### config.mk
export PLATFORM = sky130hd
export DESIGN_NAME = tcp_ctrl
export DESIGN_NICKNAME = d
export VERILOG_FILES = /design/src/tcp_pkg.sv /design/src/tcp_ctrl.sv
export SDC_FILE = /design/constraint.sdc
export NUM_CORES = 1
export LEC_CHECK = 0
export BUFFER_PORTS_ARGS = -buffer_cell sky130_fd_sc_hd__buf_2
export CAP_MARGIN = 40
export CORE_MARGIN = 1.5
export CORE_UTILIZATION = 35
export CTS_CLUSTER_DIAMETER = 60
export DETAILED_ROUTE_END_ITERATION = 8
export PLACE_DENSITY_LB_ADDON = 0.1
export RECOVER_POWER = 50
export SYNTH_ARGS = -nofsm -noshare
export SYNTH_HDL_FRONTEND = slang
export SYNTH_SLANG_ARGS = --single-unit
### constraint.sdc
create_clock -name clock -period 2.1 [get_ports clock]
set_input_delay 0.21 -clock clock [delete_from_list [all_inputs] [get_ports clock]]
set_output_delay 0.21 -clock clock [all_outputs]
set_load 0.02 [all_outputs]
### src/tcp_pkg.sv
// shared types, constants and helpers of the tile constraint propagator
`timescale 1ns / 1ps
package tcp_pkg;

   localparam int MAX_DIM      = 8;
   localparam int MAX_PATTERNS = 16;
   localparam int DIRECTIONS   = 6;
   localparam int COORD_W      = $clog2(MAX_DIM);
   localparam int CELL_COUNT   = MAX_DIM * MAX_DIM * MAX_DIM;
   localparam int CELL_AW      = $clog2(CELL_COUNT);
   localparam int QLEN_W       = CELL_AW + 1;
   localparam int DOM_W        = MAX_PATTERNS;
   localparam int CELL_W       = DOM_W + 2;
   localparam int QUEUED_BIT   = DOM_W;
   localparam int CHANGED_BIT  = DOM_W + 1;
   localparam int PAT_W        = $clog2(MAX_PATTERNS);
   localparam int NP_W         = PAT_W + 1;
   localparam int DIR_W        = 3;
   localparam int EXT_W        = 4;
   localparam int COMPAT_DEPTH = DIRECTIONS * MAX_PATTERNS;
   localparam int COMPAT_AW    = DIR_W + PAT_W;
   localparam int CSR_IDX_W    = 3;
   localparam int CSR_DATA_W   = 5;

   localparam logic signed [1:0] STEP_X [DIRECTIONS] = '{2'sd1, 2'sd0, -2'sd1, 2'sd0, 2'sd0, 2'sd0};
   localparam logic signed [1:0] STEP_Y [DIRECTIONS] = '{2'sd0, -2'sd1, 2'sd0, 2'sd1, 2'sd0, 2'sd0};
   localparam logic signed [1:0] STEP_Z [DIRECTIONS] = '{2'sd0, 2'sd0, 2'sd0, 2'sd0, -2'sd1, 2'sd1};

   typedef enum logic [1:0] {
      CMD_COMPAT = 2'd0,
      CMD_WRITE  = 2'd1,
      CMD_RUN    = 2'd2,
      CMD_READ   = 2'd3
   } cmd_type;

   typedef enum logic [CSR_IDX_W-1:0] {
      CSR_WRAP   = 3'd0,
      CSR_PCOUNT = 3'd1,
      CSR_SIZE_X = 3'd2,
      CSR_SIZE_Y = 3'd3,
      CSR_SIZE_Z = 3'd4
   } csr_index_type;

   typedef enum logic [3:0] {
      ST_CLEAR,
      ST_IDLE,
      ST_WR_MERGE,
      ST_RD_DATA,
      ST_SEED_RD,
      ST_SEED_WB,
      ST_POP,
      ST_POP_WAIT,
      ST_SRC,
      ST_DIR,
      ST_DST,
      ST_PAT,
      ST_CHK,
      ST_WB
   } state_type;

   typedef struct packed {
      logic              wrap;
      logic [NP_W-1:0]   np;
      logic [EXT_W-1:0]  ext_x;
      logic [EXT_W-1:0]  ext_y;
      logic [EXT_W-1:0]  ext_z;
      logic [DOM_W-1:0]  use_mask;
   } cfg_type;

   typedef struct packed {
      logic clr_write;
      logic latch_req;
      logic compat_wr;
      logic cell_rd_req;
      logic cell_wr_req;
      logic rsp_load_zero;
      logic rsp_load_read;
      logic rsp_load_run;
      logic run_init;
      logic seed_rd;
      logic seed_wb;
      logic pop_rd;
      logic src_rd;
      logic src_ld;
      logic dst_rd;
      logic dst_ld;
      logic pat_rd;
      logic pat_chk;
      logic dst_wb;
      logic dir_next;
   } ctl_cmd_type;

   typedef struct packed {
      logic sweep_last;
      logic req_inside;
      logic q_empty;
      logic nb_ok;
      logic dir_last;
      logic pat_done;
      logic rsp_free;
   } ctl_status_type;

   typedef struct packed {
      logic               ok;
      logic [COORD_W-1:0] n;
   } nb_type;

   // neighbour coordinate along one axis, source coordinate is inside the extent
   function automatic nb_type nb_axis(input logic [COORD_W-1:0] c,
                                      input logic signed [1:0] delta,
                                      input logic [EXT_W-1:0] s,
                                      input logic wrap);
      nb_type r;
      r.ok = 1'b1;
      r.n  = c;
      if (delta == 2'sd1) begin
         if (EXT_W'(c) + EXT_W'(1) >= s) begin
            r.ok = wrap;
            r.n  = '0;
         end else begin
            r.n = c + COORD_W'(1);
         end
      end else if (delta == -2'sd1) begin
         if (c == '0) begin
            r.ok = wrap;
            r.n  = COORD_W'(s - EXT_W'(1));
         end else begin
            r.n = c - COORD_W'(1);
         end
      end
      return r;
   endfunction

endpackage

### src/tcp_ctrl.sv
// control state machine: reset clearing pass, command decode, seeding sweep and worklist drain
`timescale 1ns / 1ps
module tcp_ctrl import tcp_pkg::*; (
   input  logic           clock,
   input  logic           reset,
   input  logic           req_valid,
   input  logic [1:0]     req_cmd,
   output logic           req_ready,
   input  ctl_status_type status,
   output ctl_cmd_type    cmd
);
   state_type state_ff, state_in;
   cmd_type   op;

   assign op = cmd_type'(req_cmd);

   always_ff @(posedge clock) begin
      if (reset) begin
         state_ff <= ST_CLEAR;
      end else begin
         state_ff <= state_in;
      end
   end

   always_comb begin
      state_in  = state_ff;
      cmd       = '0;
      req_ready = 1'b0;
      unique case (state_ff)
         ST_CLEAR: begin
            cmd.clr_write = 1'b1;
            if (status.sweep_last) state_in = ST_IDLE;
         end
         ST_IDLE: begin
            req_ready = status.rsp_free;
            if (req_valid && status.rsp_free) begin
               cmd.latch_req = 1'b1;
               unique case (op)
                  CMD_COMPAT: begin
                     cmd.compat_wr     = 1'b1;
                     cmd.rsp_load_zero = 1'b1;
                  end
                  CMD_WRITE: begin
                     if (status.req_inside) begin
                        cmd.cell_rd_req = 1'b1;
                        state_in        = ST_WR_MERGE;
                     end else begin
                        cmd.rsp_load_zero = 1'b1;
                     end
                  end
                  CMD_READ: begin
                     if (status.req_inside) begin
                        cmd.cell_rd_req = 1'b1;
                        state_in        = ST_RD_DATA;
                     end else begin
                        cmd.rsp_load_zero = 1'b1;
                     end
                  end
                  CMD_RUN: begin
                     cmd.run_init = 1'b1;
                     state_in     = ST_SEED_RD;
                  end
               endcase
            end
         end
         ST_WR_MERGE: begin
            cmd.cell_wr_req   = 1'b1;
            cmd.rsp_load_zero = 1'b1;
            state_in          = ST_IDLE;
         end
         ST_RD_DATA: begin
            cmd.rsp_load_read = 1'b1;
            state_in          = ST_IDLE;
         end
         ST_SEED_RD: begin
            cmd.seed_rd = 1'b1;
            state_in    = ST_SEED_WB;
         end
         ST_SEED_WB: begin
            cmd.seed_wb = 1'b1;
            state_in    = status.sweep_last ? ST_POP : ST_SEED_RD;
         end
         ST_POP: begin
            if (status.q_empty) begin
               cmd.rsp_load_run = 1'b1;
               state_in         = ST_IDLE;
            end else begin
               cmd.pop_rd = 1'b1;
               state_in   = ST_POP_WAIT;
            end
         end
         ST_POP_WAIT: begin
            cmd.src_rd = 1'b1;
            state_in   = ST_SRC;
         end
         ST_SRC: begin
            cmd.src_ld = 1'b1;
            state_in   = ST_DIR;
         end
         ST_DIR: begin
            priority if (status.nb_ok) begin
               cmd.dst_rd = 1'b1;
               state_in   = ST_DST;
            end else if (status.dir_last) begin
               state_in = ST_POP;
            end else begin
               cmd.dir_next = 1'b1;
            end
         end
         ST_DST: begin
            cmd.dst_ld = 1'b1;
            state_in   = ST_PAT;
         end
         ST_PAT: begin
            if (status.pat_done) begin
               state_in = ST_WB;
            end else begin
               cmd.pat_rd = 1'b1;
               state_in   = ST_CHK;
            end
         end
         ST_CHK: begin
            cmd.pat_chk = 1'b1;
            state_in    = ST_PAT;
         end
         ST_WB: begin
            cmd.dst_wb = 1'b1;
            if (status.dir_last) begin
               state_in = ST_POP;
            end else begin
               cmd.dir_next = 1'b1;
               state_in     = ST_DIR;
            end
         end
         default: state_in = ST_CLEAR;
      endcase
   end
endmodule

==> summary.txt <==
Yosys
  – Post-synthesis adder-cell area fraction: 0
  – Simple-gate share of the synthesized area: 0.419
  – Post-synthesis compound-gate area fraction: 0.268
  – Synth Area per Inst: 7.02 um^2
  – Post-Synth XOR/XNOR Area: 0
  – Post-synth cell types: 36
  – Synth Net Count: 97
  – Post-Syn Instances: 85
  – FF+latch count, synth: 4
  – Synth Warn #: 0
  – Mapped cell area: 597 um^2
  – Largest family of logic cells by synthesized area: simple AND/OR/NAND/NOR gates
  – Multiplexer share of the synthesized area: 0.0419
  – Sequential share of the synthesized area: 0.134

Drt
  – Per-cell routed wire length: 11.9 um
  – DR pass1 iterations: 6
  – Drt initial violations: 18
  – DRC: 0
  – Post-route ant nets: 0
  – Total wire length: 1.56 mm
  – Vias: 677
  – Number of vias per cell: 5.17

Global routing
  – Vias in the first global route: 568
  – Grt ovf: 0
  – GR Util All Layers: 0.166
  – Initial antenna violation count: 0
  – Largest net degree at the start of global routing: 17
  – First-pass GRT wire length: 2.47 mm

Clock tree
  – # Post-CTS Setup Buffers: 0
  – Root Driver: clkbuf_4
  – CTS tree: yes
  – CTS Buffer Depth: 2
  – Clock Sinks: 4
  – Reg clk slew, reported paths: 40 ps
  – Worst-Skew Late Latency: 230 ps
  – Hold Buf Count CTS: 0
  – Post-CTS Resized: 0
  – H-tree depth: 1
  – Num CTS Buffers: 3

Cells and area
  – Multi-input logic area: 429 um^2
  – Final-stage net count: 129
  – Share of layout cells above drive strength 1: 0.330
  – Most frequent cells in the layout: buf_2 (24), nor2_1 (14), clkbuf_1 (8)
  – Layout Utilization: 0.477
  – Register area: 80.1 um^2
  – Design area: 743 um^2
  – Filler instances: 177
  – Max reg flops: 4
  – Most flops, register: state_ff
  – Largest regs: state_ff: 4 flops
  – Most common cell after layout, fill and taps aside: buf_2
  – # diodes: 0
  – Layout area overhead: 24.5%

Floorplanning
  – Die X: 44.3 um
  – DIE HEIGHT: 44.3 um
  – Initial core utilization: 0.383
  – Area of the die: 1960 um^2
  – FP Rows: 14
  – Core area: 1560 um^2
  – Ports: 33

Worst setup path
  – Top Family by Delay on Critical Path: simple AND/OR/NAND/NOR gates
  – Startpoint types: flip-flop
  – WP data required: 1890 ps
  – Critical path origin: state_ff[2]$_SDFFE_PP0P_
  – Levels on crit path: 5
  – CP endpoint: cmd[14]
  – CP Cell Sequence: or2_1, nor2_4, nand3_2, o22ai_1, buf_2
  – Worst setup EP type: primary output
  – Reg2Reg Setup Slack: 390 ps
  – CP peak stage delay: 430 ps
  – R2R cell count: 4
  – Slowest stage cell, crit path: dfxtp_1
  – R2R Path End: state_ff[1]$_SDFFE_PP0P_
  – Critical R2R Launch: state_ff[3]$_SDFFE_PP0P_
  – CP max FO: 13
  – Setup CP Type: reg -> out
  – CP Data Arrival Time: 1690 ps
  – CP Buf/Inv Count: 1

Timing
  – Count of pins over their slew limit: 0
  – Final hold violations: 0
  – Fin crit period: 1900 ps
  – RSZ-0062 raised after global routing: no
  – Clock Skew: 1.36 ps
  – Final-report setup violation count: 0
  – Tightest Pin Transition: 487 ps
  – Final Cycle Share: 0.906
  – Slack of the critical path: 197 ps
  – Worst rel slew slack: 0.675
  – Fmax achieved: 525 MHz
  – Final TNS setup: 0 ps

Power and ir drop
  – Leakage power: 0.000318 uW
  – VDD IR max: 0.000394 V
  – Pwr Density: 785 nW/um^2

Worst hold path
  – Worst hold path type: in -> reg

Placement
  – Post-DP HPWL: 1.25 mm
  – Port bufs: 32
  – Area of placed instances: 737 um^2
  – Setup WS pre-CTS: 435 ps
  – Final RePlAce weighted congestion: 0.835

Outcome
  – Status: finished, final reports clean

Job
  – Total of max-cap violations: 0
==> report_power, final <==
group          total [uW]  internal (uW)  switching, uW
Combinational         363            143            220
Clock                91.9           63.7           28.2
Sequential            129           92.6           36.3
Total                 584            299            284
==> cells in the mapped netlist <==
cell type  number  area, um^2
o31a_1          1        8.76
o31ai_2         1        12.5
and2_1          1        6.26
inv_1           6        22.5
buf_2           2        10.0
o22ai_2         1        12.5
o221a_2         1        11.3
a2111oi_0       1        8.76
clkbuf_1        1        3.75
buf_4           1        7.51
a41oi_1         1        8.76
nor2_4          1        11.3
inv_2           1        3.75
o22ai_1         1        6.26
nor3b_1         3        22.5
nand4_1         1        6.26
dfxtp_1         4        80.1
nand3b_1        1        7.51
a211o_1         1        8.76
nor2_1         14        52.6
mux2i_1         1        10.0
nand2b_1        4        25.0
o211ai_1        1        7.51
buf_6           3        33.8
nand3_2         2        20.0
o21ai_0         4        20.0
a21oi_1         3        15.0
o21a_1          2        15.0
nor3_1          4        20.0
nand2_1         6        22.5
or2_1           2        12.5
mux2_4          1        15.0
nor3_2          1        10.0
nor2b_1         2        12.5
a31oi_1         4        25.0
nor4_4          1        21.3
==> per-layer routing <==
metal / GRT usage / wire length, um
met1: 0.230 / 753
met3: 0.0367 / 69
met5: 0 / 0
met2: 0.279 / 736
met4: 0 / 0
==> through the flow <==
step,hold WS (ps),total power (uW),instances
after global placement,417,507,128
after detailed placement,422,507,128
after global routing,177,639,131
final,180,584,131
after CTS,176,603,131
after floorplan,279,440,85
==> kinds of logic (layout without fill, tap and decap cells) <==
group | count (synthesis) | after routing
AO/OA/AOI/OAI | 22 | 22
buffers and inverters | 14 | 44
flip-flops | 4 | 4
multiplexers | 2 | 2
AND/OR/NAND/NOR | 43 | 43
==> worst min path at each step <==
stage | startpoint | cells past startpoint | to | slack (ps)
final | reset | 2 | state_ff[3]$_SDFFE_PP0P_ | 180
after global routing | reset | 2 | state_ff[3]$_SDFFE_PP0P_ | 180
after CTS | reset | 2 | state_ff[3]$_SDFFE_PP0P_ | 180
after detailed placement | reset | 2 | state_ff[3]$_SDFFE_PP0P_ | 420
after global placement | reset | 2 | state_ff[3]$_SDFFE_PP0P_ | 420
after floorplan | reset | 1 | state_ff[3]$_SDFFE_PP0P_ | 280
==> layout make-up <==
type,count,share of cell area
multi-input combinational,67,0.577
timing repair buffer,34,0.222
sequential,4,0.108
inverter,7,0.0354
clock buffer,3,0.0303
tap,16,0.0269
Note: power is estimated with default switching activity, not from simulation.
