File: src/tcp_pkg.sv
// shared types, constants and helpers of the tile constraint propagator
`timescale 1ns / 1ps
package tcp_pkg;

   localparam int MAX_DIM      = 8;
   localparam int MAX_PATTERNS = 16;
   localparam int DIRECTIONS   = 6;
   localparam int COORD_W      = $clog2(MAX_DIM);
   localparam int CELL_COUNT   = MAX_DIM * MAX_DIM * MAX_DIM;
   localparam int CELL_AW      = $clog2(CELL_COUNT);
   localparam int QLEN_W       = CELL_AW + 1;
   localparam int DOM_W        = MAX_PATTERNS;
   localparam int CELL_W       = DOM_W + 2;
   localparam int QUEUED_BIT   = DOM_W;
   localparam int CHANGED_BIT  = DOM_W + 1;
   localparam int PAT_W        = $clog2(MAX_PATTERNS);
   localparam int NP_W         = PAT_W + 1;
   localparam int DIR_W        = 3;
   localparam int EXT_W        = 4;
   localparam int COMPAT_DEPTH = DIRECTIONS * MAX_PATTERNS;
   localparam int COMPAT_AW    = DIR_W + PAT_W;
   localparam int CSR_IDX_W    = 3;
   localparam int CSR_DATA_W   = 5;

   localparam logic signed [1:0] STEP_X [DIRECTIONS] = '{2'sd1, 2'sd0, -2'sd1, 2'sd0, 2'sd0, 2'sd0};
   localparam logic signed [1:0] STEP_Y [DIRECTIONS] = '{2'sd0, -2'sd1, 2'sd0, 2'sd1, 2'sd0, 2'sd0};
   localparam logic signed [1:0] STEP_Z [DIRECTIONS] = '{2'sd0, 2'sd0, 2'sd0, 2'sd0, -2'sd1, 2'sd1};

   typedef enum logic [1:0] {
      CMD_COMPAT = 2'd0,
      CMD_WRITE  = 2'd1,
      CMD_RUN    = 2'd2,
      CMD_READ   = 2'd3
   } cmd_type;

   typedef enum logic [CSR_IDX_W-1:0] {
      CSR_WRAP   = 3'd0,
      CSR_PCOUNT = 3'd1,
      CSR_SIZE_X = 3'd2,
      CSR_SIZE_Y = 3'd3,
      CSR_SIZE_Z = 3'd4
   } csr_index_type;

   typedef enum logic [3:0] {
      ST_CLEAR,
      ST_IDLE,
      ST_WR_MERGE,
      ST_RD_DATA,
      ST_SEED_RD,
      ST_SEED_WB,
      ST_POP,
      ST_POP_WAIT,
      ST_SRC,
      ST_DIR,
      ST_DST,
      ST_PAT,
      ST_CHK,
      ST_WB
   } state_type;

   typedef struct packed {
      logic              wrap;
      logic [NP_W-1:0]   np;
      logic [EXT_W-1:0]  ext_x;
      logic [EXT_W-1:0]  ext_y;
      logic [EXT_W-1:0]  ext_z;
      logic [DOM_W-1:0]  use_mask;
   } cfg_type;

   typedef struct packed {
      logic clr_write;
      logic latch_req;
      logic compat_wr;
      logic cell_rd_req;
      logic cell_wr_req;
      logic rsp_load_zero;
      logic rsp_load_read;
      logic rsp_load_run;
      logic run_init;
      logic seed_rd;
      logic seed_wb;
      logic pop_rd;
      logic src_rd;
      logic src_ld;
      logic dst_rd;
      logic dst_ld;
      logic pat_rd;
      logic pat_chk;
      logic dst_wb;
      logic dir_next;
   } ctl_cmd_type;

   typedef struct packed {
      logic sweep_last;
      logic req_inside;
      logic q_empty;
      logic nb_ok;
      logic dir_last;
      logic pat_done;
      logic rsp_free;
   } ctl_status_type;

   typedef struct packed {
      logic               ok;
      logic [COORD_W-1:0] n;
   } nb_type;

   // neighbour coordinate along one axis, source coordinate is inside the extent
   function automatic nb_type nb_axis(input logic [COORD_W-1:0] c,
                                      input logic signed [1:0] delta,
                                      input logic [EXT_W-1:0] s,
                                      input logic wrap);
      nb_type r;
      r.ok = 1'b1;
      r.n  = c;
      if (delta == 2'sd1) begin
         if (EXT_W'(c) + EXT_W'(1) >= s) begin
            r.ok = wrap;
            r.n  = '0;
         end else begin
            r.n = c + COORD_W'(1);
         end
      end else if (delta == -2'sd1) begin
         if (c == '0) begin
            r.ok = wrap;
            r.n  = COORD_W'(s - EXT_W'(1));
         end else begin
            r.n = c - COORD_W'(1);
         end
      end
      return r;
   endfunction

endpackage

File: src/tcp_if.sv


interface tcp_csr_if import tcp_pkg::*; ();
   logic                   valid;
   logic                   ready;
   logic [CSR_IDX_W-1:0]   index;
   logic [CSR_DATA_W-1:0]  data;
   modport source (output valid, index, data, input ready);
   modport sink (input valid, index, data, output ready);
endinterface

File: src/tcp_csr.sv
// configuration registers with clamped views of sizes and pattern count
`timescale 1ns / 1ps
module tcp_csr import tcp_pkg::*; (
   input  logic      clock,
   input  logic      reset,
   tcp_csr_if.sink   csr,
   output cfg_type   cfg
);
   logic              wrap_ff, wrap_in;
   logic [NP_W-1:0]   pcount_ff, pcount_in;
   logic [EXT_W-1:0]  sx_ff, sx_in, sy_ff, sy_in, sz_ff, sz_in;
   logic [NP_W-1:0]   np;

   assign csr.ready = 1'b1;

   always_comb begin
      wrap_in   = wrap_ff;
      pcount_in = pcount_ff;
      sx_in     = sx_ff;
      sy_in     = sy_ff;
      sz_in     = sz_ff;
      if (csr.valid) begin
         unique case (csr.index)
            CSR_WRAP:   wrap_in   = csr.data[0];
            CSR_PCOUNT: pcount_in = csr.data[NP_W-1:0];
            CSR_SIZE_X: sx_in     = csr.data[EXT_W-1:0];
            CSR_SIZE_Y: sy_in     = csr.data[EXT_W-1:0];
            CSR_SIZE_Z: sz_in     = csr.data[EXT_W-1:0];
            default: ;
         endcase
      end
   end

   always_ff @(posedge clock) begin
      if (reset) begin
         wrap_ff   <= 1'b0;
         pcount_ff <= NP_W'(MAX_PATTERNS);
         sx_ff     <= EXT_W'(MAX_DIM);
         sy_ff     <= EXT_W'(MAX_DIM);
         sz_ff     <= EXT_W'(MAX_DIM);
      end else begin
         wrap_ff   <= wrap_in;
         pcount_ff <= pcount_in;
         sx_ff     <= sx_in;
         sy_ff     <= sy_in;
         sz_ff     <= sz_in;
      end
   end

   // values above the maximum act as the maximum
   assign np        = (pcount_ff > NP_W'(MAX_PATTERNS)) ? NP_W'(MAX_PATTERNS) : pcount_ff;
   assign cfg.np    = np;
   assign cfg.wrap  = wrap_ff;
   assign cfg.ext_x = (sx_ff > EXT_W'(MAX_DIM)) ? EXT_W'(MAX_DIM) : sx_ff;
   assign cfg.ext_y = (sy_ff > EXT_W'(MAX_DIM)) ? EXT_W'(MAX_DIM) : sy_ff;
   assign cfg.ext_z = (sz_ff > EXT_W'(MAX_DIM)) ? EXT_W'(MAX_DIM) : sz_ff;
   assign cfg.use_mask = DOM_W'(((DOM_W+1)'(1) << np) - (DOM_W+1)'(1));
endmodule

File: src/flat_wrapper.sv
// flat-port wrapper written by rule: the top's interface ports become plain ports
module tcp_csr_flat import tcp_pkg::*;
  (clock, reset, cfg, csr_valid, csr_index, csr_data, csr_ready);
  tcp_csr_if csr_i ();
  input  logic clock;
  input  logic reset;
  output cfg_type cfg;
  input wire logic [$bits(csr_i.valid)-1:0] csr_valid;
  input wire logic [$bits(csr_i.index)-1:0] csr_index;
  input wire logic [$bits(csr_i.data)-1:0] csr_data;
  output wire logic [$bits(csr_i.ready)-1:0] csr_ready;
  assign csr_i.valid = csr_valid;
  assign csr_i.index = csr_index;
  assign csr_i.data = csr_data;
  assign csr_ready = csr_i.ready;
  tcp_csr u_core (.clock(clock), .reset(reset), .csr(csr_i), .cfg(cfg));
endmodule
File: config.mk
export PLATFORM = sky130hd
export DESIGN_NAME = tcp_csr_flat
export DESIGN_NICKNAME = d
export VERILOG_FILES = /design/src/tcp_pkg.sv /design/src/tcp_if.sv /design/src/tcp_csr.sv /design/src/flat_wrapper.sv
export SDC_FILE = /design/constraint.sdc
export NUM_CORES = 1
export LEC_CHECK = 0
export ABC_AREA = 1
export BUFFER_PORTS_ARGS = -buffer_cell sky130_fd_sc_hd__buf_2
export CAP_MARGIN = 20
export CORE_MARGIN = 8
export CORE_UTILIZATION = 53
export DETAILED_ROUTE_END_ITERATION = 8
export GPL_TIMING_DRIVEN = 0
export PLACE_DENSITY = 0.85
export SETUP_SLACK_MARGIN = 0.5
export SLEW_MARGIN = 20
export SYNTH_ARGS = -nofsm -noshare
export SYNTH_HDL_FRONTEND = slang
export SYNTH_SLANG_ARGS = --single-unit
File: constraint.sdc
create_clock -name clock -period 2.7 [get_ports clock]
set_input_delay 0.405 -clock clock [delete_from_list [all_inputs] [get_ports clock]]
set_output_delay 0.405 -clock clock [all_outputs]
set_load 0.1 [all_outputs]
==> results.sh, run 1 <==
export IMPL_synth_nets=214
export IMPL_num_rows=18
export IMPL_status="aborted with a tool error"
export IMPL_yosysSeqAreaShare_pct=26.97
export IMPL_io_buffers=44
export IMPL_haltStage="global routing"
export IMPL_clk_path_buf_depth=2
export IMPL_async_flop_share_pct=0
export IMPL_htree_levels=1
export IMPL_synthCells=202
export IMPL_synth_edff_count=0
export IMPL_ys_types=34
export IMPL_dp_hpwl_um=2741
export IMPL_error="[ERROR DPL-0038] Utilization greater than 100%, impossible to legalize"
export IMPL_start_util_pct=54.94
export IMPL_cts_sinks=18
export IMPL_syn_avg_cell_area_um2=6.615
export IMPL_netlist_area_um2=1336
export IMPL_crit_endpoint="cfg[12]"
export IMPL_die_w_um=66.21
export IMPL_cts_root_buf="clkbuf_4"
export IMPL_cts_hold_buf=0
export IMPL_routabilityCongestion=0.8989
export IMPL_cts_made_buffers=3
export IMPL_yosysWarningCount=0
export IMPL_worstEndpointType="output port"
export IMPL_ys_ff_latch=18
export IMPL_die_h_um=66.21
export IMPL_dpl_cell_count=276
export IMPL_synth_main_ff_cell="dfxtp_1"
export IMPL_dp_slack_ns=0.01067
export IMPL_io_pins=46
export IMPL_grt_max_degree=11
[logic make-up after synthesis]
kind of cell             after synthesis  share of synthesized area [%]
AND/OR/NAND/NOR                       98                          38.95
buffers and inverters                 43                          15.36
AO/OA/AOI/OAI                         37                          14.89
flip-flops                            18                          26.97
XOR/XNOR                               4                          2.622
adder cells (fa/ha/maj)                1                         0.9362
other                                  1                         0.2806
[repair_timing]
| item | in CTS |
|---|---|
| setup buffers | 18 |
| pin swaps | 16 |
| endpoints found under the setup margin | 12 |
| gates cloned | 0 |
| endpoints found under the hold margin | 0 |
| gates resized for setup | 68 |
[Yosys cell counts, drive strengths merged (2+ instances only)]
cell,instances,share of area (%)
dfxtp,18,27
nand3,20,8.8
clkbuf,4,1.1
o21ai,16,6.3
nand2,32,12
nor2,32,11
a21oi,18,6.7
nand4,10,5.1
buf,5,3.4
nor3,3,1.5
xnor2,3,2.0
inv,32,9.6
dlygate4sd1,2,1.3
[metrics by stage]
step	instance area, um^2	hold WS (ns)
after global placement	1787	0.4534
after detailed placement	1787	0.4604
after CTS	2193	0.2666
after floorplan	1529	0.4335
==> run 2: changes to the inputs <==
--- a/config.mk
+++ b/config.mk
@@ -8,12 +8,11 @@
 export ABC_AREA = 1
 export BUFFER_PORTS_ARGS = -buffer_cell sky130_fd_sc_hd__buf_2
 export CAP_MARGIN = 20
-export CORE_MARGIN = 8
-export CORE_UTILIZATION = 53
+export CORE_AREA = 8 8 69 71
 export DETAILED_ROUTE_END_ITERATION = 8
+export DIE_AREA = 0 0 77 79
 export GPL_TIMING_DRIVEN = 0
-export PLACE_DENSITY = 0.85
-export SETUP_SLACK_MARGIN = 0.5
+export PLACE_DENSITY_LB_ADDON = 0.15
 export SLEW_MARGIN = 20
 export SYNTH_ARGS = -nofsm -noshare
 export SYNTH_HDL_FRONTEND = slang
==> run 2 against run 1 <==
Synthesized cell count did not move. Area after synthesis did not move. The run now ends clean.
==> results.sh, run 2 <==
export IMPL_diodes=0
export IMPL_layout_nets=265
export IMPL_clkPwrFrac_pct=26.7
export IMPL_finalCritPeriodShare_pct=93.51
export IMPL_dpl_cell_count=296
export IMPL_p_leak_nw=0.8892
export IMPL_io_buffers=44
export IMPL_synth_area_leaders="dfxtp_1 27%, inv_1 7.6%, nor2_1 7.3%"
export IMPL_die_w_um=77
export IMPL_cts_sinks=18
export IMPL_fin_crit_ns=2.525
export IMPL_async_flop_share_pct=0
export IMPL_reg2reg_to="u_core.pcount_ff[2]"
export IMPL_utilization_pct=48.85
export IMPL_htree_levels=1
export IMPL_die_area_um2=6083
export IMPL_final_cell_mix="39 x buf_2, 27 x inv_1, 24 x nor2_1"
export IMPL_crit_type="register to output pin"
export IMPL_p_int_mw=0.4759
export IMPL_worst_ep_arrival_time_ns=2.12
export IMPL_synth_nets=214
export IMPL_setup_viol=0
export IMPL_r2r_start="u_core.pcount_ff[2]"
export IMPL_drc_errors=0
export IMPL_netlist_area_um2=1336
export IMPL_syn_avg_cell_area_um2=6.615
export IMPL_postRouteAntennaNets=0
export IMPL_core_area_um2=3799
export IMPL_die_h_um=79
export IMPL_num_rows=23
export IMPL_synth_top_area_share_pct=26.97
export IMPL_cts_made_buffers=3
export IMPL_cts_tree="built"
export IMPL_grt_first_pass_wirelength_um=5927
export IMPL_ys_ff_latch=18
export IMPL_synthCells=202
export IMPL_wire_per_inst_um=11.09
export IMPL_drv_cap=0
export IMPL_clk_path_buf_depth=2
export IMPL_clk_latency_ns=0.25
export IMPL_synth_edff_count=0
export IMPL_crit_end="cfg[10]"
export IMPL_drt_vias_per_instance=4.709
export IMPL_final_cells=302
export IMPL_final_common_cell="buf_2"
export IMPL_vias=1422
export IMPL_start_util_pct=35.18
export IMPL_synth_common_cells="27 x inv_1, 26 x nor2_1, 25 x nand2_1"
export IMPL_dp_hpwl_um=2714
export IMPL_power_frac_seq_pct=35.4
export IMPL_overflow=0
export IMPL_p_per_area_nw_per_um2=429.3
export IMPL_drive_gt1_share_pct=36.51
export IMPL_yosysWarningCount=0
export IMPL_yosys_area_top_type="dfxtp_1"
export IMPL_status="complete, no violations"
export IMPL_cp_startpoint="u_core.pcount_ff[2]"
export IMPL_drt_iter0_drc=48
export IMPL_hold_viol=0
export IMPL_path_clk_slew_ns=0.06
export IMPL_ys_types=34
export IMPL_critPathMaxFanout=10
export IMPL_fin_skew_ns=0
export IMPL_rrSetupSlack_ns=1.86
export IMPL_required_ns=2.30
export IMPL_first_pass_iters=4
export IMPL_regMostFlops="u_core.pcount_ff"
export IMPL_first_global_vias=1403
export IMPL_cts_root_buf="clkbuf_8"
export IMPL_routabilityCongestion=0.7697
export IMPL_antenna_found_initial=0
export IMPL_area_growth_pct=38.86
export IMPL_cp_end_kind="output pin"
export IMPL_holdCritStartpoint="reset"
export IMPL_largest_register_ff_count=5
export IMPL_max_clock_freq_mhz=396.1
export IMPL_p_switching_mw=0.3205
export IMPL_ir_drop_v=0.0002865
export IMPL_track_usage_pct=11.34
export IMPL_io_pins=46
export IMPL_fin_total_pwr_mw=0.7965
export IMPL_p_sw_share_pct=40.24
export IMPL_synth_main_ff_cell="dfxtp_1"
export IMPL_hold_class="input port to register"
export IMPL_post_synth_top_count_cell="inv_1"
export IMPL_p_comb_share_pct=37.9
export IMPL_grt_max_degree=11
export IMPL_critPathLaunchType="register"
export IMPL_final_max_slew_viol_count=0
export IMPL_yosysSeqAreaShare_pct=26.97
export IMPL_rr_worst_depth=3
export IMPL_routed_wl_um=3350
run 2: cell counts after synthesis:
No cell type changed its count.
run 2: cell families after synthesis:
| logic type | share of synthesized area (%) |
|---|---|
| and+or+nand+nor | 38.95 |
| adders and majority gates | 0.9362 |
| DFF | 26.97 |
| AOI/OAI and AO/OA | 14.89 |
| xor gates and xnor gates | 2.622 |
| other | 0.2806 |
| buffers and inverters | 15.36 |
run 2: routing by layer:
metal  part of all wire, %  up-vias  global-route usage (%)
met4                  0.90        0                   3.962
met5                     0        -                       0
met2                    48       43                   20.22
met3                   6.1        4                   2.935
met1                    45      620                   12.86
li1                      -      755                       -
run 2: what timing repair did:
item                       4_1_cts  5_1_grt
pin swaps                        0        3
resized for setup               10        7
hold buffers                     0        0
buffers inserted                 0        2
setup endpoints to repair        5        6
run 2: stage by stage:
step                hold WS [ns]  setup TNS, ns  area, um^2  setup WS, ns
floorplan                 0.4335        -0.1150        1443       -0.1150
global placement          0.4524              0        1725        0.1065
detailed placement        0.4505              0        1725       0.09928
CTS                       0.3162              0        1812      0.007374
global route              0.3323      -0.009311        1856     -0.009311
finish                    0.3194              0        1856        0.1751
run 2: area by class of cell:
| cell class | instances | area (um^2) |
|---|---|---|
| plain buffers | 11 | 77.57 |
| clock buffers | 4 | 55.05 |
| fillers | 422 | 1943 |
| inverters | 32 | 127.6 |
| multi-input cells | 141 | 892.1 |
| flip-flops and latches | 18 | 361.6 |
| well taps | 50 | 62.56 |
| repair buffers | 46 | 279.0 |
run 2: power by group through the flow:
| stage | combinational (mW) | sequential [mW] | clock, mW |
|---|---|---|---|
| global placement | 0.281 | 0.288 | 0 |
| detailed placement | 0.282 | 0.288 | 0 |
| CTS | 0.291 | 0.282 | 0.218 |
| finish | 0.302 | 0.282 | 0.212 |
| floorplan | 0.237 | 0.286 | 0 |
| global route | 0.320 | 0.283 | 0.233 |
run 2: worst min path at each step:
stage                                 to  slack, ns  depth (start not counted)
after global placement    u_core.wrap_ff       0.45                          2
after global routing      u_core.wrap_ff       0.33                          2
after CTS                 u_core.wrap_ff       0.32                          2
after floorplan           u_core.wrap_ff       0.43                          2
final                     u_core.wrap_ff       0.32                          2
after detailed placement  u_core.wrap_ff       0.45                          2
run 2: critical path, stage by stage (launching register included):
cell	delay, ns
dfxtp_1	0.30
buf_4	0.17
nor2_2	0.10
nand2_1	0.09
nand2_4	0.10
nand2_4	0.09
nand3_4	0.08
ha_4	0.18
nand3_4	0.12
nor2_4	0.23
nand3_1	0.12
nand2_2	0.10
buf_8	0.19
Power figures use the tool's default switching activity.
